### src/hw/rtl/bsps_pkg.sv
package bsps_pkg;

    // coordinate format, fixed by the field widths of the item
    localparam int COORD_BITS = 20;
    localparam int SIDE_BITS  = COORD_BITS + 1;
    localparam int DIFF_BITS  = COORD_BITS + 1;
    localparam int SQ_BITS    = 2 * DIFF_BITS;
    localparam int RSQ_BITS   = 2 * SIDE_BITS;
    localparam int R2_BITS    = SQ_BITS + 2;
    localparam int KIND_BITS  = 2;
    localparam int NUM_KINDS  = 3;
    localparam int OUT_BITS   = 32;

    // configuration port
    localparam int CFG_DATA_BITS  = 63;
    localparam int CFG_INDEX_BITS = 3;
    localparam int PACK_EXT_BITS  = CFG_DATA_BITS + 3 * SIDE_BITS;

    // register indexes
    localparam logic [CFG_INDEX_BITS-1:0] REG_CENTRE_X     = 3'd0;
    localparam logic [CFG_INDEX_BITS-1:0] REG_CENTRE_Y     = 3'd1;
    localparam logic [CFG_INDEX_BITS-1:0] REG_CENTRE_Z     = 3'd2;
    localparam logic [CFG_INDEX_BITS-1:0] REG_INNER_SIDES  = 3'd3;
    localparam logic [CFG_INDEX_BITS-1:0] REG_OUTER_SIDES  = 3'd4;
    localparam logic [CFG_INDEX_BITS-1:0] REG_INNER_RADIUS = 3'd5;
    localparam logic [CFG_INDEX_BITS-1:0] REG_OUTER_RADIUS = 3'd6;

    // particle kinds
    localparam logic [KIND_BITS-1:0] KIND_GAS  = 2'd0;
    localparam logic [KIND_BITS-1:0] KIND_DARK = 2'd1;
    localparam logic [KIND_BITS-1:0] KIND_STAR = 2'd2;
    localparam logic [KIND_BITS-1:0] KIND_NONE = 2'd3;

    // queue between classifier and counters
    localparam int QUEUE_DEPTH  = 8;
    localparam int QPTR_BITS    = $clog2(QUEUE_DEPTH);
    localparam int QCOUNT_BITS  = $clog2(QUEUE_DEPTH + 1);

    localparam int COUNT_BITS_DEFAULT = 32;

    typedef struct packed {
        logic signed [COORD_BITS-1:0] pos_x;
        logic signed [COORD_BITS-1:0] pos_y;
        logic signed [COORD_BITS-1:0] pos_z;
        logic [KIND_BITS-1:0]         particle_kind;
    } in_item_t;

    typedef struct packed {
        logic                keep;
        logic [OUT_BITS-1:0] particle_number;
        logic [OUT_BITS-1:0] kept_of_kind;
        logic [OUT_BITS-1:0] kept_total;
    } out_item_t;

    typedef struct packed {
        logic signed [COORD_BITS-1:0] centre_x;
        logic signed [COORD_BITS-1:0] centre_y;
        logic signed [COORD_BITS-1:0] centre_z;
        logic [CFG_DATA_BITS-1:0]     inner_box_sides;
        logic [CFG_DATA_BITS-1:0]     outer_box_sides;
        logic [SIDE_BITS-1:0]         inner_radius;
        logic [SIDE_BITS-1:0]         outer_radius;
    } cfg_t;

    // classified item as held in the queue
    typedef struct packed {
        logic                 keep;
        logic [KIND_BITS-1:0] kind;
    } class_t;

    typedef struct packed {
        logic not_empty;
        logic full;
    } q_stat_t;

endpackage

### src/hw/rtl/bsps_front.sv
module bsps_front (
    input  logic              clk,
    input  logic              rst_n,
    input  logic              item_valid,
    output logic              item_ready,
    input  bsps_pkg::in_item_t item,
    input  bsps_pkg::cfg_t    cfg,
    input  logic              pop,
    output logic              push,
    output bsps_pkg::class_t  push_data
);
    import bsps_pkg::*;

    logic accept;

    // items in flight in the classifier or waiting in the queue
    logic [QCOUNT_BITS-1:0] credit_reg, credit_next;

    // first stage: absolute distance per axis
    logic                 a_valid_reg;
    logic [DIFF_BITS-1:0] a_dist_reg [3];
    logic [KIND_BITS-1:0] a_kind_reg;
    logic [DIFF_BITS-1:0] dist_next [3];

    // second stage: squares and box flags
    logic                 b_valid_reg;
    logic [SQ_BITS-1:0]   b_sq_reg [3];
    logic                 b_in_outer_reg;
    logic                 b_in_inner_reg;
    logic [KIND_BITS-1:0] b_kind_reg;
    logic                 in_outer_next;
    logic                 in_inner_next;

    // radius squares follow the configuration
    logic [RSQ_BITS-1:0] ri_sq_reg;
    logic [RSQ_BITS-1:0] ro_sq_reg;

    logic [R2_BITS-1:0] r2;
    logic               box_mode;
    logic               region_hit;

    function automatic logic [DIFF_BITS-1:0] abs_diff(
        input logic [COORD_BITS-1:0] p,
        input logic [COORD_BITS-1:0] c
    );
        logic [DIFF_BITS-1:0] d;
        d = {p[COORD_BITS-1], p} - {c[COORD_BITS-1], c};
        return d[DIFF_BITS-1] ? (~d + DIFF_BITS'(1)) : d;
    endfunction

    function automatic logic [SIDE_BITS-1:0] side_of(
        input logic [CFG_DATA_BITS-1:0] packed_sides,
        input int                       axis
    );
        logic [PACK_EXT_BITS-1:0] ext;
        ext = {{(3 * SIDE_BITS){1'b0}}, packed_sides};
        return ext[axis * SIDE_BITS +: SIDE_BITS];
    endfunction

    assign accept     = item_valid && item_ready;
    assign item_ready = credit_reg < QCOUNT_BITS'(QUEUE_DEPTH);

    // credit count
    always_comb
    begin
        credit_next = credit_reg;
        if (accept && !pop)
        begin
            credit_next = credit_reg + QCOUNT_BITS'(1);
        end
        else if (pop && !accept)
        begin
            credit_next = credit_reg - QCOUNT_BITS'(1);
        end
    end

    always_ff @(posedge clk or negedge rst_n)
    begin
        if (!rst_n)
        begin
            credit_reg  <= '0;
            a_valid_reg <= 1'b0;
            b_valid_reg <= 1'b0;
        end
        else
        begin
            credit_reg  <= credit_next;
            a_valid_reg <= accept;
            b_valid_reg <= a_valid_reg;
        end
    end

    // distance from centre
    always_comb
    begin
        dist_next[0] = abs_diff(item.pos_x, cfg.centre_x);
        dist_next[1] = abs_diff(item.pos_y, cfg.centre_y);
        dist_next[2] = abs_diff(item.pos_z, cfg.centre_z);
    end

    always_ff @(posedge clk)
    begin
        if (accept)
        begin
            for (int a = 0; a < 3; a++)
            begin
                a_dist_reg[a] <= dist_next[a];
            end
            a_kind_reg <= item.particle_kind;
        end
    end

    // per-axis box tests, twice the distance against the side
    always_comb
    begin
        in_outer_next = 1'b1;
        in_inner_next = 1'b1;
        for (int a = 0; a < 3; a++)
        begin
            if (!({a_dist_reg[a], 1'b0} < {1'b0, side_of(cfg.outer_box_sides, a)}))
            begin
                in_outer_next = 1'b0;
            end
            if (!({a_dist_reg[a], 1'b0} < {1'b0, side_of(cfg.inner_box_sides, a)}))
            begin
                in_inner_next = 1'b0;
            end
        end
    end

    always_ff @(posedge clk)
    begin
        for (int a = 0; a < 3; a++)
        begin
            b_sq_reg[a] <= a_dist_reg[a] * a_dist_reg[a];
        end
        b_in_outer_reg <= in_outer_next;
        b_in_inner_reg <= in_inner_next;
        b_kind_reg     <= a_kind_reg;
        ri_sq_reg      <= cfg.inner_radius * cfg.inner_radius;
        ro_sq_reg      <= cfg.outer_radius * cfg.outer_radius;
    end

    // shell test on the summed squares, then the final decision
    assign r2 = R2_BITS'(b_sq_reg[0]) + R2_BITS'(b_sq_reg[1]) + R2_BITS'(b_sq_reg[2]);
    assign box_mode = (cfg.inner_radius == '0) && (cfg.outer_radius == '0);

    always_comb
    begin
        if (box_mode)
        begin
            region_hit = b_in_outer_reg && !b_in_inner_reg;
        end
        else
        begin
            region_hit = (r2 >= R2_BITS'(ri_sq_reg)) && (r2 < R2_BITS'(ro_sq_reg));
        end
    end

    assign push           = b_valid_reg;
    assign push_data.kind = b_kind_reg;
    assign push_data.keep = region_hit && (b_kind_reg != KIND_NONE);

endmodule

### config.mk
export PLATFORM = sky130hd
export DESIGN_NAME = bsps_front
export DESIGN_NICKNAME = d
export VERILOG_FILES = /design/src/hw/rtl/bsps_pkg.sv /design/src/hw/rtl/bsps_front.sv
export SDC_FILE = /design/constraint.sdc
export NUM_CORES = 2
export LEC_CHECK = 0
export CORE_UTILIZATION = 46
export CTS_CLUSTER_DIAMETER = 80
export DETAILED_ROUTE_END_ITERATION = 8
export DONT_BUFFER_PORTS = 1
export SLEW_MARGIN = 20
export SYNTH_ARGS = -nofsm -noshare
export SYNTH_HDL_FRONTEND = slang
export SYNTH_SLANG_ARGS = --single-unit
### constraint.sdc
create_clock -name clk -period 19.1 [get_ports clk]
set_input_delay 0 -clock clk [delete_from_list [all_inputs] [get_ports clk]]
set_output_delay 0 -clock clk [all_outputs]
set_load 0.03 [all_outputs]
**After elaboration in Yosys (flattened, before gate mapping)**

Memories as Yosys holds them, arrays and structs flattened.
Index checks and enable logic that the tools add are counted.
W data, S select, Z words.

- Output and inout bits: 5
- Input bits: 294
- RAM bits: 189
- Word-level logic and storage cells: 64
- Register bits: 96
- Memories: 2

- Magnitude comparators: 9
- $mul: 5
- Equality and inequality tests: 1
- $add $sub $neg: 10
- Reductions and logical operators: 15
- Multiplexer cells: 10
- Bitwise operators: 3

Memory list:

| name | words | width | rd ports | clocked after Yosys merged registers in | wr ports | RTL line | text |
|---|---|---|---|---|---|---|---|
| b_sq_reg | 3 | 42 | 3 | 0 | 3 | bsps_front.sv:27 | `logic [SQ_BITS-1:0] b_sq_reg [3];` |
| a_dist_reg | 3 | 21 | 3 | 0 | 3 | bsps_front.sv:21 | `logic [DIFF_BITS-1:0] a_dist_reg [3];` |

Operator list:

| kind | count |
|---|---|
| $mul A21 B21 Y42 | 5 |
| $lt A22 B21 Y1 | 6 |
| $add A21 B1 Y21 const B | 3 |
| $mux W21 | 3 |
| $not A21 Y21 | 3 |
| $sub A20 B20 Y21 | 3 |
| $add A43 B42 Y44 | 1 |
| $ge A44 B42 Y1 | 1 |
| $lt A44 B42 Y1 | 1 |
| $add A42 B42 Y43 | 1 |
| $logic_not A21 Y1 | 2 |
| $mux W4 | 2 |
| $logic_and A1 B1 Y1 | 7 |
| $mux W1 | 5 |
| $add A4 B1 Y4 const B | 1 |
| $lt A4 B4 Y1 const B | 1 |
| $reduce_and A2 Y1 | 2 |
| $sub A4 B1 Y4 const B | 1 |
| $logic_not A1 Y1 | 3 |
| $ne A2 B2 Y1 const B | 1 |
| $reduce_bool A2 Y1 | 1 |

**Depth between registers and ports, before layout**

- Depth in word-level cells: 6
- Depth in mapped cells: 29
- Mapped depth without buffers: 28

**Worst setup path before layout**

Ideal clock, no wire load.

- Kind: register to register
- Start: memory a_dist_reg[0][29] in the netlist's numbering
- End: memory b_sq_reg[0][72] in the netlist's numbering
- Period minus slack after synthesis: 7.501 ns
- Required time: 19.028 ns
- Slack: 11.599 ns
- Path buffers: 2
- Setup time: 0.072 ns
- Stages on the path, launching flop included: 29
- Data arrival time: 7.429 ns
- Cell sequence: edfxtp_1 > clkbuf_1 > clkbuf_1 > nand2_1 > fa_1 > inv_1 > fa_1 > inv_1 > fa_1 > inv_1 > fa_1 > inv_1 > fa_1 > inv_1 > fa_1 > inv_1 > fa_1 > inv_1 > ha_1 > a2111o_1 > a211o_1 > a2bb2oi_1 > o221ai_1 > o21ai_0 > a2111oi_0 > nor3_1 > a211o_1 > a21oi_1 > xnor2_1

RTL lines:

| item | RTL line |
|---|---|
| start, declared | bsps_front.sv:21 |
| end, declared | bsps_front.sv:27 |

==> impl_metrics.py <==
metrics = {
    "critical_path": {
        "cp-start-kind": "flop",
        "crit_path_start": "b_sq_reg[0][4]",
        "crit_required_ns": 19.10,
        "worst-path-max-fanout": 5,
        "reg2reg_depth": 26,
        "crit_end": "push_data[2]",
        "r2r-start": "a_dist_reg[0][51]",
        "r2r_end": "b_sq_reg[0][122]",
        "timing_worst_setup_path_type": "reg2out",
        "arrival_ns": 8.44,
        "crit_path_end_kind": "output port",
        "r2r_slack_ns": 10.90,
    },
    "drt": {
        "num_vias": 55900,
        "drt-pass1-iter-count": 5,
        "wl_per_cell_um": 18.0,
        "antenna_left": 0,
        "routed_wl_um": 197000,
        "drt_iter0_drc": 2693,
        "drc": 0,
        "viasPerCell": 5.10,
    },
    "clock_tree": {
        "clkSinkCount": 280,
        "htree_num_levels": 2,
        "cts_tree": "done",
        "cts_setup_buffers": 0,
        "cts_buffer_depth": 3,
        "clk_pin_slew_ns": 0.06,
        "clock_latency_ns": 0.59,
        "ctsRootBufferMaster": "clkbuf_16",
        "cts_buffers": 38,
    },
    "run": {
        "drv_cap": 0,
    },
    "synthesis": {
        "synth_seq_area_share_pct": 7.87,
        "synth_top_cell_by_area": "fa_1",
        "synth-seq-cells": 280,
        "synth_ff_type": "dfxtp_1",
        "synth.area.top_cells": "fa_1 40%, ha_1 17%, inv_1 11%",
        "avgSynthCellArea_sq_um": 9.18,
        "synth_cells": 8700,
        "synthesis.area_sq_mm": 0.0799,
        "yosysTopAreaCellShare_pct": 40.0,
        "ys_warn_count": 0,
        "synth_cell_types": 84,
        "synth_nets": 11700,
        "async_reset_ff_share_pct": 2.14,
        "synth-edff-count": 65,
    },
    "die": {
        "core_sq_mm": 0.172,
        "ioPinCount": 299,
        "rows": 152,
        "dieArea_sq_mm": 0.175,
        "start_util_pct": 46.4,
        "die_h_um": 419,
        "die_x_um": 419,
    },
    "global_routing": {
        "antenna_found_initial": 4,
        "grtUsageMet3_pct": 3.02,
        "use_met2_pct": 40.2,
        "grt_first_pass_wirelength_um": 325000,
        "use_met1_pct": 31.6,
        "grt_pass1_vias": 61000,
        "grtUsageTotal_pct": 23.4,
        "globalRoute.busiestLayer": "met2",
        "grt_max_degree": 45,
        "grt.overflow.total": 0,
    },
    "final_layout": {
        "largest_reg_flops": 123,
        "final_common_cell": "inv_1",
        "area_delta_synth_final_pct": 5.42,
        "most-common-layout-cells": "2378 x inv_1, 1595 x fa_1, 1072 x ha_1",
        "final_core_util_pct": 49.0,
        "layout-drive-gt1-share_pct": 2.06,
        "post-route-cell-area_sq_mm": 0.0842,
        "nNetsFinal": 11600,
    },
    "timing": {
        "hold_violations": 0,
        "maxSlewHeadroom_pct": 24.3,
        "max_slew.worst_pin.slew_ns": 1.14,
        "finalSetupTns_ns": 0,
        "period_share_pct": 44.2,
        "period_minus_slack_ns": 8.44,
        "setup_viol": 0,
        "rsz0062_at_grt": "no",
        "skew_ns": 0.0283,
        "fmax_mhz": 119,
        "fin_ws_ns": 10.66,
        "slew_viol_final": 0,
    },
    "placed_design": {
        "port_buffers": 0,
        "dp.final_hpwl_um": 165000,
        "gp_congestion": 0.897,
        "place_area_sq_mm": 0.0822,
        "pre_cts_slack_ns": 10.93,
    },
    "status": {
        "status": "finished, final reports clean",
    },
    "worst_hold_path": {
        "hold_path_class": "in2reg",
    },
}
per-layer routing:
layer  vias up  wire [um]
met3       184       9360
met4         4       3540
met1     28200      87500
met5         -         27
met2      1154      97100
li1      26300          -
synth_stat cells (10+ instances only):
library cell and n:
o21bai_1 34, nor4_1 20, fa_1 1595, a211o_1 10, o41ai_1 12, dfxtp_1 209
xnor2_1 264, a21oi_1 302, nor3_1 55, xor2_1 112, o21a_1 68, nand2_1 747
ha_1 1072, and3_1 32, a31oi_1 31, o211ai_1 23, nand2b_1 49, nand4_1 45
a21o_1 158, a211oi_1 35, clkbuf_1 228, and2_1 404, nor2_1 242, or3_1 16
nand3_1 48, a2111oi_0 14, o21ai_0 152, o31ai_1 24, edfxtp_1 65, or2_2 24
inv_1 2378, nand4b_1 11, nor2b_1 58
worst min-delay path by stage:
stage	to	cells after the start	slack, ns	start
final	a_dist_reg[0][45]	3	0.03	item[5]
after global routing	a_kind_reg[1]	1	0.04	item[1]
after CTS	a_dist_reg[0][45]	3	0.0008	item[5]
after detailed placement	credit_reg[3]	0	-0.30	rst_n
after global placement	credit_reg[3]	0	-0.30	rst_n
after floorplan	a_valid_reg	0	-0.30	rst_n
logic make-up (layout without fill, tap and decap cells):
kind of cell	after synthesis	after routing	share of synthesized area [%]
adders and majority gates	2667	2667	56.8
buffers and inverters	2611	2559	12.3
xor gates and xnor gates	376	376	4.12
other	1	5	0.00470
DFF	280	280	7.87
and+or+nand+nor	1789	1789	10.9
AOI/OAI and AO/OA	966	966	7.87
muxes	10	10	0.139
worst max-delay path, stage by stage, from the launching register on:
cell and delay, ns:
dfxtp_1 0.32, fa_1 0.48, ha_1 0.33, o21ai_0 0.11, nor3_1 0.39, o211ai_1 0.20, a2111o_1 0.49, a211oi_1 0.42
o31a_1 0.24, nor2_1 0.11, o311ai_0 0.50, a21oi_1 0.16, xnor2_1 0.21, ha_1 0.33, and4_1 0.21, nand2_1 0.08
or4_1 0.61, a211o_1 0.31, a2111oi_0 0.72, o41ai_1 0.25, a311oi_1 0.28, o21ai_0 0.42, a22oi_1 0.70
through the flow:
| stage | hold WS, ns | std cells |
|---|---|---|
| final | 0.0334 | 11000 |
| after global routing | 0.0439 | 11000 |
| after CTS | 0.000822 | 11000 |
| after detailed placement | -0.295 | 10800 |
| after global placement | -0.295 | 10800 |
| after floorplan | -0.296 | 8700 |
layout make-up:
cell class | count | area, sq um
Fill cell | 16400 | 87700
Inverter | 2378 | 8930
Clock inverter | 19 | 210
Tap cell | 2310 | 2890
Multi-Input combinational cell | 5809 | 63800
Antenna cell | 4 | 10.0
Sequential cell | 280 | 6290
Clock buffer | 49 | 1070
Timing Repair Buffer | 113 | 1030
timing repair:
action                    in CTS  in global routing
hold endpoints to repair      79                  0
hold buffers                  59                  0
gates resized for setup        0                  0
Power is not shown: default switching activity piles up to over one toggle a cycle in this logic, so the estimate is an artifact.
