[src/hw/rtl/bsps_pkg.sv]
package bsps_pkg;

    // coordinate format, fixed by the field widths of the item
    localparam int COORD_BITS = 20;
    localparam int SIDE_BITS  = COORD_BITS + 1;
    localparam int DIFF_BITS  = COORD_BITS + 1;
    localparam int SQ_BITS    = 2 * DIFF_BITS;
    localparam int RSQ_BITS   = 2 * SIDE_BITS;
    localparam int R2_BITS    = SQ_BITS + 2;
    localparam int KIND_BITS  = 2;
    localparam int NUM_KINDS  = 3;
    localparam int OUT_BITS   = 32;

    // configuration port
    localparam int CFG_DATA_BITS  = 63;
    localparam int CFG_INDEX_BITS = 3;
    localparam int PACK_EXT_BITS  = CFG_DATA_BITS + 3 * SIDE_BITS;

    // register indexes
    localparam logic [CFG_INDEX_BITS-1:0] REG_CENTRE_X     = 3'd0;
    localparam logic [CFG_INDEX_BITS-1:0] REG_CENTRE_Y     = 3'd1;
    localparam logic [CFG_INDEX_BITS-1:0] REG_CENTRE_Z     = 3'd2;
    localparam logic [CFG_INDEX_BITS-1:0] REG_INNER_SIDES  = 3'd3;
    localparam logic [CFG_INDEX_BITS-1:0] REG_OUTER_SIDES  = 3'd4;
    localparam logic [CFG_INDEX_BITS-1:0] REG_INNER_RADIUS = 3'd5;
    localparam logic [CFG_INDEX_BITS-1:0] REG_OUTER_RADIUS = 3'd6;

    // particle kinds
    localparam logic [KIND_BITS-1:0] KIND_GAS  = 2'd0;
    localparam logic [KIND_BITS-1:0] KIND_DARK = 2'd1;
    localparam logic [KIND_BITS-1:0] KIND_STAR = 2'd2;
    localparam logic [KIND_BITS-1:0] KIND_NONE = 2'd3;

    // queue between classifier and counters
    localparam int QUEUE_DEPTH  = 8;
    localparam int QPTR_BITS    = $clog2(QUEUE_DEPTH);
    localparam int QCOUNT_BITS  = $clog2(QUEUE_DEPTH + 1);

    localparam int COUNT_BITS_DEFAULT = 32;

    typedef struct packed {
        logic signed [COORD_BITS-1:0] pos_x;
        logic signed [COORD_BITS-1:0] pos_y;
        logic signed [COORD_BITS-1:0] pos_z;
        logic [KIND_BITS-1:0]         particle_kind;
    } in_item_t;

    typedef struct packed {
        logic                keep;
        logic [OUT_BITS-1:0] particle_number;
        logic [OUT_BITS-1:0] kept_of_kind;
        logic [OUT_BITS-1:0] kept_total;
    } out_item_t;

    typedef struct packed {
        logic signed [COORD_BITS-1:0] centre_x;
        logic signed [COORD_BITS-1:0] centre_y;
        logic signed [COORD_BITS-1:0] centre_z;
        logic [CFG_DATA_BITS-1:0]     inner_box_sides;
        logic [CFG_DATA_BITS-1:0]     outer_box_sides;
        logic [SIDE_BITS-1:0]         inner_radius;
        logic [SIDE_BITS-1:0]         outer_radius;
    } cfg_t;

    // classified item as held in the queue
    typedef struct packed {
        logic                 keep;
        logic [KIND_BITS-1:0] kind;
    } class_t;

    typedef struct packed {
        logic not_empty;
        logic full;
    } q_stat_t;

endpackage

[src/hw/rtl/bsps_queue.sv]
module bsps_queue (
    input  logic              clk,
    input  logic              rst_n,
    input  logic              push,
    input  bsps_pkg::class_t  push_data,
    input  logic              pop,
    output bsps_pkg::class_t  head,
    output bsps_pkg::q_stat_t stat
);
    import bsps_pkg::*;

    class_t                 entry_reg [QUEUE_DEPTH];
    logic [QPTR_BITS-1:0]   wr_ptr_reg;
    logic [QPTR_BITS-1:0]   rd_ptr_reg;
    logic [QCOUNT_BITS-1:0] count_reg;
    logic [QCOUNT_BITS-1:0] count_next;

    // occupancy
    always_comb
    begin
        count_next = count_reg;
        if (push && !pop)
        begin
            count_next = count_reg + QCOUNT_BITS'(1);
        end
        else if (pop && !push)
        begin
            count_next = count_reg - QCOUNT_BITS'(1);
        end
    end

    always_ff @(posedge clk or negedge rst_n)
    begin
        if (!rst_n)
        begin
            wr_ptr_reg <= '0;
            rd_ptr_reg <= '0;
            count_reg  <= '0;
        end
        else
        begin
            if (push)
            begin
                wr_ptr_reg <= wr_ptr_reg + QPTR_BITS'(1);
            end
            if (pop)
            begin
                rd_ptr_reg <= rd_ptr_reg + QPTR_BITS'(1);
            end
            count_reg <= count_next;
        end
    end

    // storage
    always_ff @(posedge clk)
    begin
        if (push)
        begin
            entry_reg[wr_ptr_reg] <= push_data;
        end
    end

    assign head           = entry_reg[rd_ptr_reg];
    assign stat.not_empty = count_reg != '0;
    assign stat.full      = count_reg == QCOUNT_BITS'(QUEUE_DEPTH);

endmodule

[config.mk]
export PLATFORM = sky130hd
export DESIGN_NAME = bsps_queue
export DESIGN_NICKNAME = d
export VERILOG_FILES = /design/src/hw/rtl/bsps_pkg.sv /design/src/hw/rtl/bsps_queue.sv
export SDC_FILE = /design/constraint.sdc
export NUM_CORES = 1
export LEC_CHECK = 0
export ABC_AREA = 1
export BUFFER_PORTS_ARGS = -buffer_cell sky130_fd_sc_hd__buf_2
export CAP_MARGIN = 40
export CORE_MARGIN = 5
export CORE_UTILIZATION = 62
export DETAILED_ROUTE_END_ITERATION = 10
export PLACE_DENSITY_LB_ADDON = 0.1
export SKIP_CTS_REPAIR_TIMING = 1
export SYNTH_ARGS = -nofsm -noshare
export SYNTH_HDL_FRONTEND = slang
export SYNTH_SLANG_ARGS = --single-unit
[constraint.sdc]
create_clock -name clk -period 2.29 [get_ports clk]
set_clock_uncertainty 0.15 [all_clocks]
set_input_delay 0 -clock clk [delete_from_list [all_inputs] [get_ports clk]]
set_output_delay 0 -clock clk [all_outputs]
set_load 0.05 [all_outputs]
-- Word-level counts from Yosys, hierarchy flattened
Memory sizes are Yosys's and may differ from the RTL's.
Index checks and enable logic that the tools add are counted.
- logic and storage cells: 19
- bits in writable memories: 24
- output and inout port bits: 5
- register bits after elaboration: 10
- memories: 1
- input bits: 7
- memories (name ; depth ; width ; read ports ; clocked after Yosys merged registers in ; write ports ; RTL line ; source):
    entry_reg ; 8 ; 3 ; 1 ; 0 ; 1 ; bsps_queue.sv:12 ; class_t entry_reg [QUEUE_DEPTH];
- reductions and logical operators: 6
- equality and inequality tests: 1
- multiplexer cells: 4
- add/subtract/negate cells: 4
- operator list (cell ; count):
    2-to-1 mux 4 bit ; 2
    adder 3 x 1 -> 3 bit, second input constant ; 2
    adder 4 x 1 -> 4 bit, second input constant ; 1
    == test 4 bit, second input constant ; 1
    nonzero test 4 bit ; 1
    subtractor 4 x 1 -> 4 bit, second input constant ; 1
    logical AND 1 bit ; 2
    logical NOT 1 bit ; 2
    2-to-1 mux 1 bit ; 2
    nonzero test 2 bit ; 1

-- Logic depth before layout (Yosys ltp)
Gate-level depths: netlist of run 1.
- depth in word-level cells: 4
- mapped depth: 10
- mapped depth without buffers: 10

-- Least setup slack after synthesis of run 1
Ideal clock, no wire load.
- path type: register to output
- start: reg count_reg[0]
- end: out stat[0] (netlist bit)
- stages on the path, launching flop included: 2
- data arrival time: 1.999 ns
- slack: 0.141 ns
- required time: 2.140 ns
- path buffers: 0
- cell sequence: dfrtp_1 nor4_1
- RTL lines (item ; RTL line ; source):
    start: declaration ; bsps_queue.sv:15 ; logic [QCOUNT_BITS-1:0] count_reg;
    start signal: assignment ; bsps_queue.sv:50 ; count_reg <= count_next;
    end: declaration ; bsps_queue.sv:8 ; output bsps_pkg::q_stat_t stat

==> impl_metrics.ini, run 1 <==
[run_status]
status = finished clean

[hold_path]
min_to = rd_ptr_reg[0]
min-delay-start = pop
worstHoldPathCells = 3
min_path_type = in -> reg

[detailed_routing]
wl_per_cell_um = 13.1
wl_um = 2760
ant_nets = 0
vias = 1080
first_pass_iters = 4
routed_via_density = 5.12
drc = 0
drtIter0Drc = 50

[timing]
maxSlewViolCount = 0
relSlewSlack = 0.676
rsz0062_at_grt = no
period_share = 0.869
tightest_slew_ns = 0.484
finalSetupViolations = 0
fin_ws_ns = 0.301
fmax_mhz = 503
min_period_ns = 1.99
hold_viol_final = 0
finalSetupTns_ns = 0

[synthesis]
avgSynthCellArea_um2 = 9.99
syn-num-nets = 170
ys_ff_latch = 34
synthCells = 157
synthDistinctLibCells = 19
synth.cell_area_um2 = 1570
seq_area_frac_synth = 0.619
yosysWarnings = 0

[layout]
antennaDiodeCount = 0
area_growth_pct = 13.9
final_common_cell = nand2_1
n_fill_cell = 179
nets = 193
mostFrequentLayoutCells = nand2_1 (58), edfxtp_1 (24), nor2_1 (15)
drive_above_1_share = 0.133
largest_register_ffs = 24
final_cells = 211

[floorplanning]
initial_core_util = 0.639
rows = 18
fp.dieH_um = 60.3
io_pins = 12
core_um2 = 2450
die-width_um = 60.3
dieArea_um2 = 3640

[clock_tree]
cts.sinks = 34
cts_tree = done
clk_latency_ns = 0.33
htreeDepth = 2
cts_max_path_buffers = 2
clkTransAtPathRegs_ns = 0.10
root_buffer = clkbuf_4
cts_buffers = 5

[power_and_ir_drop]
comb_power_share = 0.401
p_clk_frac = 0.184
p_seq_frac = 0.415
net-switching-power_w = 0.000965
vdd_ir_drop_max_mv = 1.34
p_leak_nw = 0.792
intPower_w = 0.00131
p_total_w = 0.00227
swShare = 0.425
powerDensity_nw_per_um2 = 1270

[setup_path]
cp-startpoint = rd_ptr_reg[0]
crit_path_max_fanout = 15
crit_required_ns = 2.14
critical-path-max-stage-delay_ns = 0.56
cpLargestDelayFamily = flip-flops
startpoint_type = register
rr_endpoint = count_reg[3]
arrival_ns = 1.84
slowest_stage = dfrtp_1
end_kind = output port
r2r_slack_ns = 0.76
cpMostUsedCell = nand2_1
timing.rr.start = count_reg[2]
worst-setup-path-type = reg -> out
critPathBufInv = 2
crit_chain = inv_2 -> nand2_1 -> nand2_1 -> nand2_1 -> o21ai_0 -> nand2_1 -> nand2_1 -> buf_2
reg2regPathDepth = 6

[placed_design]
port_buffers = 11
place_congestion = 0.954
place_ws_ns = 0.652
dpl.hpwl_um = 1990
dpl.cell_count = 196

[global_routing]
grt_overflow = 0
grt_pass1_wl_um = 4730
antenna_found_initial = 0
track_usage = 0.181
grt_max_degree = 16
grt_pass1_vias = 1075

[flow_run]
cap_violations = 0
==> how the worst max path moves through the flow <==
stage	to	slack [ns]	cells past startpoint
floorplan	stat[0]	0.14	1
global placement	count_reg[3]	0.74	10
detailed placement	head[0]	0.65	8
CTS	head[0]	0.29	8
global route	head[0]	0.07	8
finish	head[0]	0.30	8
==> cells in the mapped netlist <==
| library cell | instances | area [µm²] |
|---|---|---|
| nand2_1 | 58 | 218 |
| edfxtp_1 | 24 | 721 |
| nor2_1 | 15 | 56.3 |
| inv_1 | 12 | 45.0 |
| dfrtp_1 | 10 | 250 |
| o21ai_0 | 9 | 45.0 |
| o21ai_1 | 6 | 30.0 |
| ha_1 | 5 | 62.6 |
| xor2_1 | 3 | 26.3 |
| buf_6 | 2 | 22.5 |
| nand2_2 | 2 | 12.5 |
| nand3_1 | 2 | 10.0 |
| or2_2 | 2 | 12.5 |
| xnor2_1 | 2 | 17.5 |
| a21oi_1 | 1 | 5.00 |
| fa_1 | 1 | 20.0 |
| inv_2 | 1 | 3.75 |
| nor3_1 | 1 | 5.00 |
| nor4_1 | 1 | 6.26 |
==> cells by family (layout without fill, tap and decap cells) <==
kind of cell,after synthesis,count (layout),synth area share
AO/OA/AOI/OAI,16,16,0.0510
XOR/XNOR,5,5,0.0279
adder cells (fa/ha/maj),6,6,0.0526
buffers and inverters,15,39,0.0454
flip-flops,34,34,0.619
AND/OR/NAND/NOR,81,81,0.204
==> worst reg2reg max path, delay by kind of cell (launching register included) <==
family | cells | cell delay [ns]
adders and majority gates | 1 | 0.36
DFF | 1 | 0.42
and+or+nand+nor | 5 | 0.50
==> metal layers <==
layer,global-route usage,up-vias,share of wire
met2,0.304,19,0.49
met3,0.0410,4,0.037
met1,0.228,499,0.46
li1,-,558,-
met4,0.0665,0,0.015
met5,0,-,0
==> power by group through the flow <==
stage | clock [W] | combinational (W) | sequential (W)
after floorplan | 0 | 0.000773 | 0.000901
after global placement | 0 | 0.000872 | 0.000946
after detailed placement | 0 | 0.000899 | 0.000953
after CTS | 0.000423 | 0.000904 | 0.000941
after global routing | 0.000457 | 0.00104 | 0.000966
final | 0.000418 | 0.000911 | 0.000943
==> through the flow <==
stage | cell area [µm²] | hold WS, ns | util
5_1_grt | 1790 | 0.316 | 0.728
4_1_cts | 1720 | -0.638 | 0.699
3_3_place_gp | 1640 | -0.277 | 0.668
3_5_place_dp | 1640 | -0.274 | 0.668
2_1_floorplan | 1570 | -0.446 | -
6_report | 1790 | 0.301 | 0.728
==> layout make-up <==
class	instances	area, µm²	share of cell area
clock buffers	5	37.5	0.0210
multi-input cells	108	527	0.295
repair buffers	18	125	0.0700
flip-flops and latches	34	971	0.543
well taps	30	37.5	0.0210
clock inverters	3	40.0	0.0224
inverters	13	48.8	0.0273
Note: power is estimated with default switching activity, not from simulation.
==> run 2, diff against run 1 <==
--- a/config.mk
+++ b/config.mk
@@ -9,5 +9,4 @@
 export BUFFER_PORTS_ARGS = -buffer_cell sky130_fd_sc_hd__buf_2
-export CAP_MARGIN = 40
 export CORE_MARGIN = 5
-export CORE_UTILIZATION = 62
+export CORE_UTILIZATION = 58
 export DETAILED_ROUTE_END_ITERATION = 10
==> constraint.sdc (replaced) <==
create_clock -name clk -period 1.95 [get_ports clk]
set_clock_uncertainty 0.15 [all_clocks]
set_input_delay 0 -clock clk [delete_from_list [all_inputs] [get_ports clk]]
set_output_delay 0 -clock clk [all_outputs]
set_load 0.1 [all_outputs]
==> run 2 against run 1 <==
Worst hold slack better by 0.017 ns. Critical endpoint is now count_reg[3]. Design area up 3.3%. Die area is 5.7% higher. Global-route usage decreased by 0.37 points. Largest power group is now combinational cells.
==> impl_metrics.ini, run 2 (synthesis results as in run 1) <==
[timing]
finalSetupViolations = 0
min_period_ns = 1.82
tightest_slew_ns = 0.507
rsz0062_at_grt = no
fin_ws_ns = 0.126
finalSetupTns_ns = 0
period_share = 0.935
hold_ws_ns = 0.318
fmax_mhz = 548
hold_viol_final = 0
relSlewSlack = 0.661
maxSlewViolCount = 0

[setup_path]
crit_required_ns = 2.02
rr_endpoint = count_reg[3]
cp-startpoint = pop
crit_path_max_fanout = 5
timing.rr.start = count_reg[2]
startpoint_type = input pin
reg2regPathDepth = 6
worst-setup-path-type = in -> reg
worstSetupEndpoint = count_reg[3]
r2r_slack_ns = 0.32
arrival_ns = 1.89
end_kind = register

[flow_run]
cap_violations = 0

[power_and_ir_drop]
net-switching-power_w = 0.00144
swShare = 0.456
powerDensity_nw_per_um2 = 1710
p_clk_frac = 0.167
vdd_ir_drop_max_mv = 1.92
intPower_w = 0.00172
p_leak_nw = 0.804
comb_power_share = 0.475
p_total_w = 0.00315
p_seq_frac = 0.357

[placed_design]
place_area_um2 = 1680
place_congestion = 0.972
place_ws_ns = 0.264
dpl.hpwl_um = 2100
port_buffers = 11

[hold_path]
min_path_type = in -> reg
worstHoldPathCells = 3

[detailed_routing]
vias = 1086
first_pass_iters = 4
wl_um = 2870
ant_nets = 0
drc = 0
wl_per_cell_um = 13.6
routed_via_density = 5.15
drtIter0Drc = 38

[layout]
n_fill_cell = 173
final_common_cell = nand2_1
final_design_area_no_fill_um2 = 1850
mostFrequentLayoutCells = nand2_1 (58), edfxtp_1 (24), nor2_1 (15)
drive_above_1_share = 0.138
area_growth_pct = 17.6
nets = 193
antennaDiodeCount = 0
largest_register_ffs = 24

[global_routing]
grt_pass1_vias = 1070
track_usage = 0.177
grt_overflow = 0
grt_max_degree = 16
grt_pass1_wl_um = 4710
antenna_found_initial = 0

[clock_tree]
htreeDepth = 2
cts_buffers = 5
cts_tree = done
clk_latency_ns = 0.33
cts.sinks = 34
clkTransAtPathRegs_ns = 0.09
cts_max_path_buffers = 2
root_buffer = clkbuf_4

[floorplanning]
initial_core_util = 0.622
dieArea_um2 = 3850
core_um2 = 2520
io_pins = 12
fp.dieH_um = 62.0
die-width_um = 62.0
rows = 18

[run_status]
status = finished clean
## run 2: cell types whose count changed in the layout (fill, tap and decap cells not counted)
| cell | before | now |
|---|---|---|
| dfrtp_1 | 10 | 9 |
| inv_4 | 0 | 1 |
| clkbuf_1 | 0 | 1 |
| clkbuf_8 | 0 | 1 |
| nor4_1 | 1 | 0 |
| inv_2 | 1 | 0 |
| clkinv_2 | 2 | 0 |
| buf_2 | 11 | 8 |
| dfrtp_2 | 0 | 1 |
| buf_12 | 0 | 2 |
| nor4_4 | 0 | 1 |
| buf_4 | 0 | 1 |
## run 2: how the worst min path moves through the flow
stage                      from             to  slack [ns]
final                       pop  rd_ptr_reg[0]        0.32
after global routing        pop  rd_ptr_reg[0]        0.35
after CTS                 rst_n   count_reg[2]       -0.63
after detailed placement  rst_n   count_reg[2]       -0.27
after global placement    rst_n   count_reg[0]       -0.28
after floorplan           rst_n   count_reg[0]       -0.45
## run 2: layout make-up
type                       instances  area, µm²  share of cell area
clock inverter                     1       30.0              0.0163
inverter                          13       51.3              0.0278
multi-input combinational        108        542               0.294
tap                               30       37.5              0.0203
timing repair buffer              18        158              0.0854
sequential                        34        972               0.527
clock buffer                       7       55.1              0.0298
## run 2: worst max-delay path, stage by stage
cell and delay, ns:
dlygate4sd3_1 0.52, buf_2 0.16, inv_1 0.06, ha_1 0.18
inv_1 0.13, ha_1 0.29, or2_2 0.29, nand2_1 0.07
nand2_1 0.05, nand3_1 0.09, nand2_1 0.05
## run 2: power by group through the flow
stage          clock, W  combinational, W  sequential [W]
6_report       0.000528           0.00150         0.00113
5_1_grt        0.000573           0.00165         0.00115
4_1_cts        0.000538           0.00148         0.00112
3_5_place_dp          0           0.00147         0.00114
3_3_place_gp          0           0.00144         0.00113
2_1_floorplan         0           0.00119         0.00107
## run 2: routing by layer
| metal | up-vias | share of wire | global-route usage |
|---|---|---|---|
| li1 | 559 | - | - |
| met1 | 482 | 0.41 | 0.205 |
| met2 | 34 | 0.50 | 0.288 |
| met3 | 11 | 0.051 | 0.0455 |
| met4 | 0 | 0.036 | 0.115 |
| met5 | - | 0 | 0 |
## run 2: stage by stage
step                       util  std cells
after floorplan               -        157
after global placement    0.668        196
after detailed placement  0.668        196
after CTS                 0.701        204
after global routing      0.732        211
final                     0.732        211
