[src/hw/rtl/bsps_pkg.sv]
package bsps_pkg;

    // coordinate format, fixed by the field widths of the item
    localparam int COORD_BITS = 20;
    localparam int SIDE_BITS  = COORD_BITS + 1;
    localparam int DIFF_BITS  = COORD_BITS + 1;
    localparam int SQ_BITS    = 2 * DIFF_BITS;
    localparam int RSQ_BITS   = 2 * SIDE_BITS;
    localparam int R2_BITS    = SQ_BITS + 2;
    localparam int KIND_BITS  = 2;
    localparam int NUM_KINDS  = 3;
    localparam int OUT_BITS   = 32;

    // configuration port
    localparam int CFG_DATA_BITS  = 63;
    localparam int CFG_INDEX_BITS = 3;
    localparam int PACK_EXT_BITS  = CFG_DATA_BITS + 3 * SIDE_BITS;

    // register indexes
    localparam logic [CFG_INDEX_BITS-1:0] REG_CENTRE_X     = 3'd0;
    localparam logic [CFG_INDEX_BITS-1:0] REG_CENTRE_Y     = 3'd1;
    localparam logic [CFG_INDEX_BITS-1:0] REG_CENTRE_Z     = 3'd2;
    localparam logic [CFG_INDEX_BITS-1:0] REG_INNER_SIDES  = 3'd3;
    localparam logic [CFG_INDEX_BITS-1:0] REG_OUTER_SIDES  = 3'd4;
    localparam logic [CFG_INDEX_BITS-1:0] REG_INNER_RADIUS = 3'd5;
    localparam logic [CFG_INDEX_BITS-1:0] REG_OUTER_RADIUS = 3'd6;

    // particle kinds
    localparam logic [KIND_BITS-1:0] KIND_GAS  = 2'd0;
    localparam logic [KIND_BITS-1:0] KIND_DARK = 2'd1;
    localparam logic [KIND_BITS-1:0] KIND_STAR = 2'd2;
    localparam logic [KIND_BITS-1:0] KIND_NONE = 2'd3;

    // queue between classifier and counters
    localparam int QUEUE_DEPTH  = 8;
    localparam int QPTR_BITS    = $clog2(QUEUE_DEPTH);
    localparam int QCOUNT_BITS  = $clog2(QUEUE_DEPTH + 1);

    localparam int COUNT_BITS_DEFAULT = 32;

    typedef struct packed {
        logic signed [COORD_BITS-1:0] pos_x;
        logic signed [COORD_BITS-1:0] pos_y;
        logic signed [COORD_BITS-1:0] pos_z;
        logic [KIND_BITS-1:0]         particle_kind;
    } in_item_t;

    typedef struct packed {
        logic                keep;
        logic [OUT_BITS-1:0] particle_number;
        logic [OUT_BITS-1:0] kept_of_kind;
        logic [OUT_BITS-1:0] kept_total;
    } out_item_t;

    typedef struct packed {
        logic signed [COORD_BITS-1:0] centre_x;
        logic signed [COORD_BITS-1:0] centre_y;
        logic signed [COORD_BITS-1:0] centre_z;
        logic [CFG_DATA_BITS-1:0]     inner_box_sides;
        logic [CFG_DATA_BITS-1:0]     outer_box_sides;
        logic [SIDE_BITS-1:0]         inner_radius;
        logic [SIDE_BITS-1:0]         outer_radius;
    } cfg_t;

    // classified item as held in the queue
    typedef struct packed {
        logic                 keep;
        logic [KIND_BITS-1:0] kind;
    } class_t;

    typedef struct packed {
        logic not_empty;
        logic full;
    } q_stat_t;

endpackage

[src/hw/rtl/bsps_back.sv]
module bsps_back #(
    parameter int COUNT_BITS = bsps_pkg::COUNT_BITS_DEFAULT
) (
    input  logic                clk,
    input  logic                rst_n,
    input  bsps_pkg::class_t    head,
    input  bsps_pkg::q_stat_t   stat,
    output logic                pop,
    output logic                result_valid,
    input  logic                result_ready,
    output bsps_pkg::out_item_t result
);
    import bsps_pkg::*;

    localparam logic [COUNT_BITS-1:0] COUNT_MAX = '1;

    logic [COUNT_BITS-1:0] seen_reg, seen_next;
    logic [COUNT_BITS-1:0] kind_cnt_reg [NUM_KINDS];
    logic [COUNT_BITS-1:0] kind_cnt_next [NUM_KINDS];
    logic [COUNT_BITS-1:0] sum_reg, sum_next;
    logic [COUNT_BITS-1:0] of_kind;
    logic                  result_valid_reg;
    out_item_t             result_reg;

    function automatic logic [COUNT_BITS-1:0] sat_inc(input logic [COUNT_BITS-1:0] v);
        return (v == COUNT_MAX) ? v : v + COUNT_BITS'(1);
    endfunction

    function automatic logic [OUT_BITS-1:0] low_out(input logic [COUNT_BITS-1:0] v);
        logic [COUNT_BITS+OUT_BITS-1:0] wide;
        wide = {{OUT_BITS{1'b0}}, v};
        return wide[OUT_BITS-1:0];
    endfunction

    // take the head when the output register is free or being emptied
    assign pop = stat.not_empty && (!result_valid_reg || result_ready);

    // counter updates
    always_comb
    begin
        seen_next = sat_inc(seen_reg);
        sum_next  = head.keep ? sat_inc(sum_reg) : sum_reg;
        for (int k = 0; k < NUM_KINDS; k++)
        begin
            kind_cnt_next[k] = (head.keep && (head.kind == KIND_BITS'(k)))
                               ? sat_inc(kind_cnt_reg[k]) : kind_cnt_reg[k];
        end
        unique case (head.kind)
            KIND_GAS:  of_kind = kind_cnt_next[0];
            KIND_DARK: of_kind = kind_cnt_next[1];
            KIND_STAR: of_kind = kind_cnt_next[2];
            default:   of_kind = '0;
        endcase
    end

    always_ff @(posedge clk or negedge rst_n)
    begin
        if (!rst_n)
        begin
            seen_reg         <= '0;
            sum_reg          <= '0;
            result_valid_reg <= 1'b0;
            for (int k = 0; k < NUM_KINDS; k++)
            begin
                kind_cnt_reg[k] <= '0;
            end
        end
        else
        begin
            if (pop)
            begin
                seen_reg <= seen_next;
                sum_reg  <= sum_next;
                for (int k = 0; k < NUM_KINDS; k++)
                begin
                    kind_cnt_reg[k] <= kind_cnt_next[k];
                end
                result_valid_reg <= 1'b1;
            end
            else if (result_ready)
            begin
                result_valid_reg <= 1'b0;
            end
        end
    end

    // output register
    always_ff @(posedge clk)
    begin
        if (pop)
        begin
            result_reg.keep            <= head.keep;
            result_reg.particle_number <= low_out(seen_next);
            result_reg.kept_of_kind    <= low_out(of_kind);
            result_reg.kept_total      <= low_out(sum_next);
        end
    end

    assign result_valid = result_valid_reg;
    assign result       = result_reg;

endmodule
[config.mk]
export PLATFORM = sky130hd
export DESIGN_NAME = bsps_back
export DESIGN_NICKNAME = d
export VERILOG_FILES = /design/src/hw/rtl/bsps_pkg.sv /design/src/hw/rtl/bsps_back.sv
export SDC_FILE = /design/constraint.sdc
export NUM_CORES = 1
export LEC_CHECK = 0
export BUFFER_PORTS_ARGS = -buffer_cell sky130_fd_sc_hd__buf_2
export CORE_MARGIN = 5
export CORE_UTILIZATION = 50
export DETAILED_ROUTE_END_ITERATION = 12
export PLACE_DENSITY = 0.8
export SLEW_MARGIN = 20
export SYNTH_ARGS = -nofsm -noshare
export SYNTH_HDL_FRONTEND = slang
export SYNTH_SLANG_ARGS = --single-unit
[constraint.sdc]
create_clock -name clk -period 6.3 [get_ports clk]
set_input_delay 1.26 -clock clk [delete_from_list [all_inputs] [get_ports clk]]
set_output_delay 1.26 -clock clk [all_outputs]
set_load 0.01 [all_outputs]
# Yosys cells after proc, flatten, opt, wreduce, memory -nomap -nowiden
# Index checks and enable logic that the tools add are counted.
# word_totals
word_cells	42
inputBits	8
regBits	258
output_inout_bits	99
# classes
n_addsub	5
n_eq_ne	7
mux	12
n_reduce_logical	8
# op_table
cell	n
$mux 32	9
$add 32x1->32 const B	5
$eq 32x32->1 const B	5
$pmux 32 s3	1
$logic_and 1x1->1	4
$eq 2x1->1 const B	1
$eq 2x2->1 const B	1
$logic_not 2->1	1
$mux 1	2
$reduce_bool 2->1	1
$logic_not 1->1	1
$logic_or 1x1->1	1

# Depth between registers and ports, before layout
# Gate-level depths: netlist of the first run.
# depth
depth_word	4
depth_mapped	9
mapped_depth_nobuf	7

# Least setup slack after synthesis of the first run
# Ideal clock, no wire load.
# synth_timing
path_type	input to output
start	in result_ready
end	out pop
path_slack_ns	0.204
arrival_time_ns	4.836
stages	5
t_required_ns	5.040
n_path_buf	2
path_cell_list	nand2b_1 > nand2_1 > inv_1 > clkbuf_1 > buf_1
# synth_between
elab_chain_cells	2
# synth_rtl
element	line_no	text
start, declared	bsps_back.sv:10	input logic result_ready,
$logic_or 1x1->1	bsps_back.sv:36	assign pop = stat.not_empty && (!result_valid_reg || result_ready);
$logic_and 1x1->1	bsps_back.sv:36	
end, declared	bsps_back.sv:8	output logic pop,
# No other way between the ends.

# Worst setup path in the final report of the first run
# Ends and elaborated chain as after synthesis.

==> run metrics, run 1 <==
Placed Cells=approximately 1800; CTS Buf Count=27; synthesis-to-layout area growth=11.5%; post-synth cell types=74; Fin. Hold Viols=0; startpoint types=input pin; Overall Global Routing Usage=0.203; Syn Std Cell Area=14000 µm²; Mean Syn Cell Area=10.3 µm²; CTS tree=built; Root Driver=clkbuf_16; cts hold-fix bufs=0; RSZ-0062 raised after global routing=no; PostCTS Resize Cnt=0; Worst R2R End=result[53]; Net Sw Frac=0.258; Setup crit end kind=output pin; pre-CTS setup slack=approximately 2200 ps; Clock Path Buffers=3; Die H=between 150 and 200 µm; async set-reset flop share out of synthesis=0.624; top_reg_cell synth=dfrtp_1; vias in the first global route=10200; cell with the most instances after synthesis=xnor2_1; TritonRoute pass-1 iters=5; DR vias=10600; Tcrit/Tclk final=0.643; Sw Pwr=1.02 mW; R2R depth=8; CTS clk-pin slew, worst paths=60 ps; Top Ports=around 110; Routed Antenna Nets=0; num rows=61; Hold Startpoint=sum_reg[17]; hold path depth=1; initial cell density of the core=0.504; clock sinks=258; worst-path fanout max=67; FF-to-FF setup slack=2840 ps; skew final=about 17 ps; part of the power in registers=0.504; Non-Filler Instances=1827; Clock power frac=0.396; Req. time, crit path=5040 ps; Static Leak=6.32 nW; max-cap viol count=0; fillcell total=2345; Setup CP Type=input pin to output pin; Iteration-0 DRC Markers=a little under 1000; EDFF count, synth=97; most frequent cells after synthesis=xnor2_1, dfrtp_1, nand2_1; largest net degree at the start of global routing=105; port buffer count=105; hold endpoint=sum_reg[17]; Pins Over Slew Limit=0; ant diodes=0; status=finished clean; final WL=32.3 mm; Comb pwr share=0.099; clk_lat worst skew=560 ps; fin area=around 16000 µm²; post-DR vias/cell=approximately 5.8; first-pass GRT wire length=52.5 mm; max FFs per register=97; CTS H-tree depth=1; hold_ws=~500 ps; Worst Max-Slew Pin Slew=949 ps; Tightest Hold Check Type=flip-flop to flip-flop; grt total ovfl=0; slack of the critical path=2250 ps; Area after DPL=14700 µm²; die area=31300 µm²; HPWL after DPL=22.0 mm; Final GP Congestion=0.959; Internal=2.93 mW; TNS Setup=0 ps; Nets=1441; drt drc=0; Max Fclk=around 250 MHz; final setup fails=0; initial antenna violation count=0; YS warnings=0; Power Dens Cells=254 nW/µm²; Synth area leaders=dfrtp_1, edfxtp_1, xnor2_1; Tmin final=4050 ps; fraction of layout cells with a size suffix above 1=0.128; Post-Syn Nets=1374; Post-Syn Instances=1361; core footprint=27700 µm²; relative slew slack=0.366; r2r startpoint=kind_cnt_reg[0]; Die W=between 150 and 200 µm; peak supply drop=0.000201 V; Arr. time, crit path=between 2000 and 3000 ps; Synth Register Bits=roughly 260; DR WL/cell=17.7 µm; Seq/Total Area, Yosys=0.498; Post-CTS Setup Inserts=0; share of the synthesized area in the top cell type=0.289; most area-hungry cell type in the Yosys netlist=dfrtp_1
-- worst max path at each step --
stage	start	to	cells after the start
3_5_place_dp	head[2]	result[44]	7
6_report	result_ready	pop	6
3_3_place_gp	head[2]	result[44]	7
4_1_cts	result_ready	pop	6
5_1_grt	result_ready	pop	6
2_1_floorplan	result_ready	pop	5
-- metrics by stage --
stage	util	power, mW
6_report	0.561	3.96
5_1_grt	0.561	4.12
4_1_cts	0.561	3.99
3_5_place_dp	0.529	2.42
3_3_place_gp	0.529	2.40
2_1_floorplan	-	2.27
-- layer usage --
| metal | global-route usage | up-vias | wire [µm] |
|---|---|---|---|
| met4 | 0.0690 | 0 | 1040 |
| met1 | 0.274 | 5146 | 13700 |
| met2 | 0.337 | 401 | 15400 |
| li1 | - | 5008 | - |
| met5 | 0 | - | 0 |
| met3 | 0.0284 | 64 | 2180 |
-- cell families (layout without fill, tap and decap cells) --
group | Yosys count | in the layout | synth area share
compound gates | 122 | 122 | 0.0652
xor+xnor | 270 | 270 | 0.169
fa+ha+maj | 5 | 5 | 0.00448
buf+inv | 94 | 182 | 0.0303
flops | 258 | 258 | 0.498
mux | 7 | 7 | 0.00520
simple gates | 605 | 605 | 0.228
-- layout by cell type (no fill, tap or decap), types with 11 or more instances in the layout --
| master | netlist | final |
|---|---|---|
| xnor2_1 | 164 | 164 |
| o31a_1 | 11 | 11 |
| nor3_1 | 57 | 57 |
| o21ai_0 | 27 | 27 |
| or3_1 | 14 | 14 |
| nor2_1 | 104 | 104 |
| dfrtp_1 | 161 | 161 |
| o221ai_1 | 17 | 17 |
| nand4_1 | 58 | 58 |
| and3_1 | 40 | 40 |
| edfxtp_1 | 97 | 97 |
| nor4_1 | 28 | 27 |
| buf_2 | 24 | 104 |
| and4_1 | 19 | 19 |
| nand2_1 | 134 | 134 |
| xor2_1 | 106 | 106 |
| inv_1 | 20 | 19 |
| and2_1 | 19 | 19 |
| nand3_1 | 84 | 84 |
| clkbuf_16 | 0 | 27 |
-- power by group through the flow --
stage               Combinational (mW)  Clock [mW]  Sequential, mW
floorplan                        0.253           0            2.02
CTS                              0.398        1.60            2.00
global route                     0.440        1.67            2.01
detailed placement               0.396           0            2.03
global placement                 0.385           0            2.02
finish                           0.394        1.57            2.00
-- final cells by class --
type	count	area, µm²	share of cell area
sequential	258	6940	0.446
timing repair buffer	112	587	0.0377
inverter	20	77.6	0.00499
clock buffer	40	774	0.0498
multi-input combinational	1009	6600	0.424
tap	378	473	0.0304
clock inverter	10	104	0.00668
-- worst max-delay path, stage by stage --
cell      delay, ps
buf_2            90
nand2b_1        150
nand2_1          80
buf_4           450
inv_4           430
buf_2           290
No activity file was read; power rests on OpenSTA's default activity.
==> inputs of run 2 (changes only) <==
PLACE_DENSITY = 0.77   (was 0.8)
clock period = 4.1 ns   (was 6.3 ns; I/O delays follow)
==> run 2 against run 1 <==
Effect of this change: power grew 51%; final cell count grew 0.60%; die area is the same; first-iteration DRC count grew 4.3%.
==> run metrics, run 2 (synthesis results as in run 1) <==
Post-CTS Setup Inserts=0 (unchanged); Placed Cells=1790 (+0.73%); Fin. Hold Viols=0 (unchanged); fraction of layout cells with a size suffix above 1=0.132 (+0.00383); fin area=15600 µm² (+0.36%); worst-path fanout max=16 (-76%); peak supply drop=0.000309 V (+54%); die area=31300 µm² (unchanged); post-DR vias/cell=5.81 (about the same); Final GP Congestion=0.941 (-1.9%); Max Fclk=~320 MHz; skew final=24.0 ps (+7.33 ps); Non-Filler Instances=1838 (+0.60%); cts hold-fix bufs=0 (unchanged); Pins Over Slew Limit=0 (unchanged); final WL=32.2 mm (-0.41%); Req. time, crit path=4370 ps (-670 ps); Worst Max-Slew Pin Slew=981 ps (+32.2 ps); Root Driver=clkbuf_16; status=finished clean; relative slew slack=0.346 (-0.0201); Tmin final=3170 ps; final setup fails=0 (unchanged); DR vias=10700 (+0.51%); CTS Buf Count=26 (-3.7%); Power Dens Cells=382 nW/µm² (+50%); CTS tree=built; Setup crit end kind=flip-flop; Area after DPL=14800 µm² (+0.84%); Nets=1453 (+0.83%); Power Total=5.96 mW (+51%); Static Leak=6.38 nW (+0.89%); port buffer count=105 (unchanged); first-pass GRT wire length=52.9 mm (+0.80%); Top Ports=107 (unchanged); Clock Path Buffers=3 (unchanged); Die W=177 µm (unchanged); clock sinks=258 (unchanged); Overall Global Routing Usage=0.204 (+0.00109); initial cell density of the core=0.504 (unchanged); grt total ovfl=0 (unchanged); largest net degree at the start of global routing=69 (-34%); Tightest Hold Check Type=input pin to asynchronous set/reset pin; ant diodes=0 (unchanged); vias in the first global route=10100 (-0.76%); Tcrit/Tclk final=0.774; PostCTS Resize Cnt=0 (unchanged); drt drc=0 (unchanged); CTS clk-pin slew, worst paths=60 ps (about the same); num rows=61 (unchanged); DR WL/cell=17.5 µm (-1.0%); R2R depth=7 (-1); max FFs per register=97 (unchanged); synthesis-to-layout area growth=11.9%; Die H=177 µm (unchanged); Routed Antenna Nets=0 (unchanged); Iteration-0 DRC Markers=1030 (+4.3%); initial antenna violation count=0 (unchanged); TritonRoute pass-1 iters=6 (+1); most frequent cells in the layout=xnor2_1, dfrtp_1, nand2_1; TNS Setup=0 ps (unchanged); Setup CP Type=flip-flop to flip-flop; clk_lat worst skew=540 ps (-20 ps); startpoint types=flip-flop; CTS H-tree depth=1 (unchanged); most common cell after layout, fill and taps aside=xnor2_1; core footprint=27700 µm² (unchanged); RSZ-0062 raised after global routing=no; max-cap viol count=0 (unchanged); Arr. time, crit path=3440 ps (+650 ps); HPWL after DPL=22.5 mm (+2.6%)
==> run 2: cell count changes in the layout (fill, tap and decap cells not counted), sizes merged <==
cell      before  now
clkinv         4    8
clkbuf        41   36
clkinvlp       4    1
inv           21   22
buf          111  125
==> run 2: final cells by class <==
class,count,area [µm²]
fill,2333,12100
tap,378,473
multi-input combinational,1009,6590
timing repair buffer,125,707
clock buffer,36,729
clock inverter,12,88.8
inverter,20,77.6
sequential,258,6940
==> run 2: worst paths after layout <==
path / slack, ps / endpoint / from
setup / recovery: 930 / result[41] / kind_cnt_reg[40]
hold / removal: 310 / kind_cnt_reg[27] / rst_n
setup reg to reg: 930 / result[41] / kind_cnt_reg[40]
hold reg to reg: 500 / kind_cnt_reg[29] / kind_cnt_reg[29]
max in group asynchronous: 2970 / seen_reg[5] / rst_n
min in group clk: 500 / kind_cnt_reg[29] / kind_cnt_reg[29]
==> run 2: critical path, stage by stage (launching register included) <==
cell,delay [ps]
dfrtp_1,490
nand3_1,230
nor4_2,640
and3_1,540
buf_4,280
o21ai_0,110
a21o_1,200
a222oi_1,420
==> run 2: per-stage QoR <==
step                hold WS (ps)  setup slack (ps)   util
detailed placement           493               788  0.534
CTS                          329               998  0.563
global route                 335               859  0.563
finish                       315               929  0.563
floorplan                    459               253      -
global placement             489               834  0.534
==> run 2: metal layers <==
metal	global-route usage	wire [µm]
met1	0.282	13500
met2	0.335	15300
met3	0.0252	2230
met4	0.0690	1140
met5	0	0
==> run 2: power by group <==
part / switching (mW) / leakage [nW] / internal [mW] / total, mW
clock network: 0.984 / 0.401 / 1.31 / 2.29
registers: 0.180 / 3.12 / 2.88 / 3.06
logic: 0.359 / 2.86 / 0.253 / 0.611
total: 1.52 / 6.38 / 4.44 / 5.96
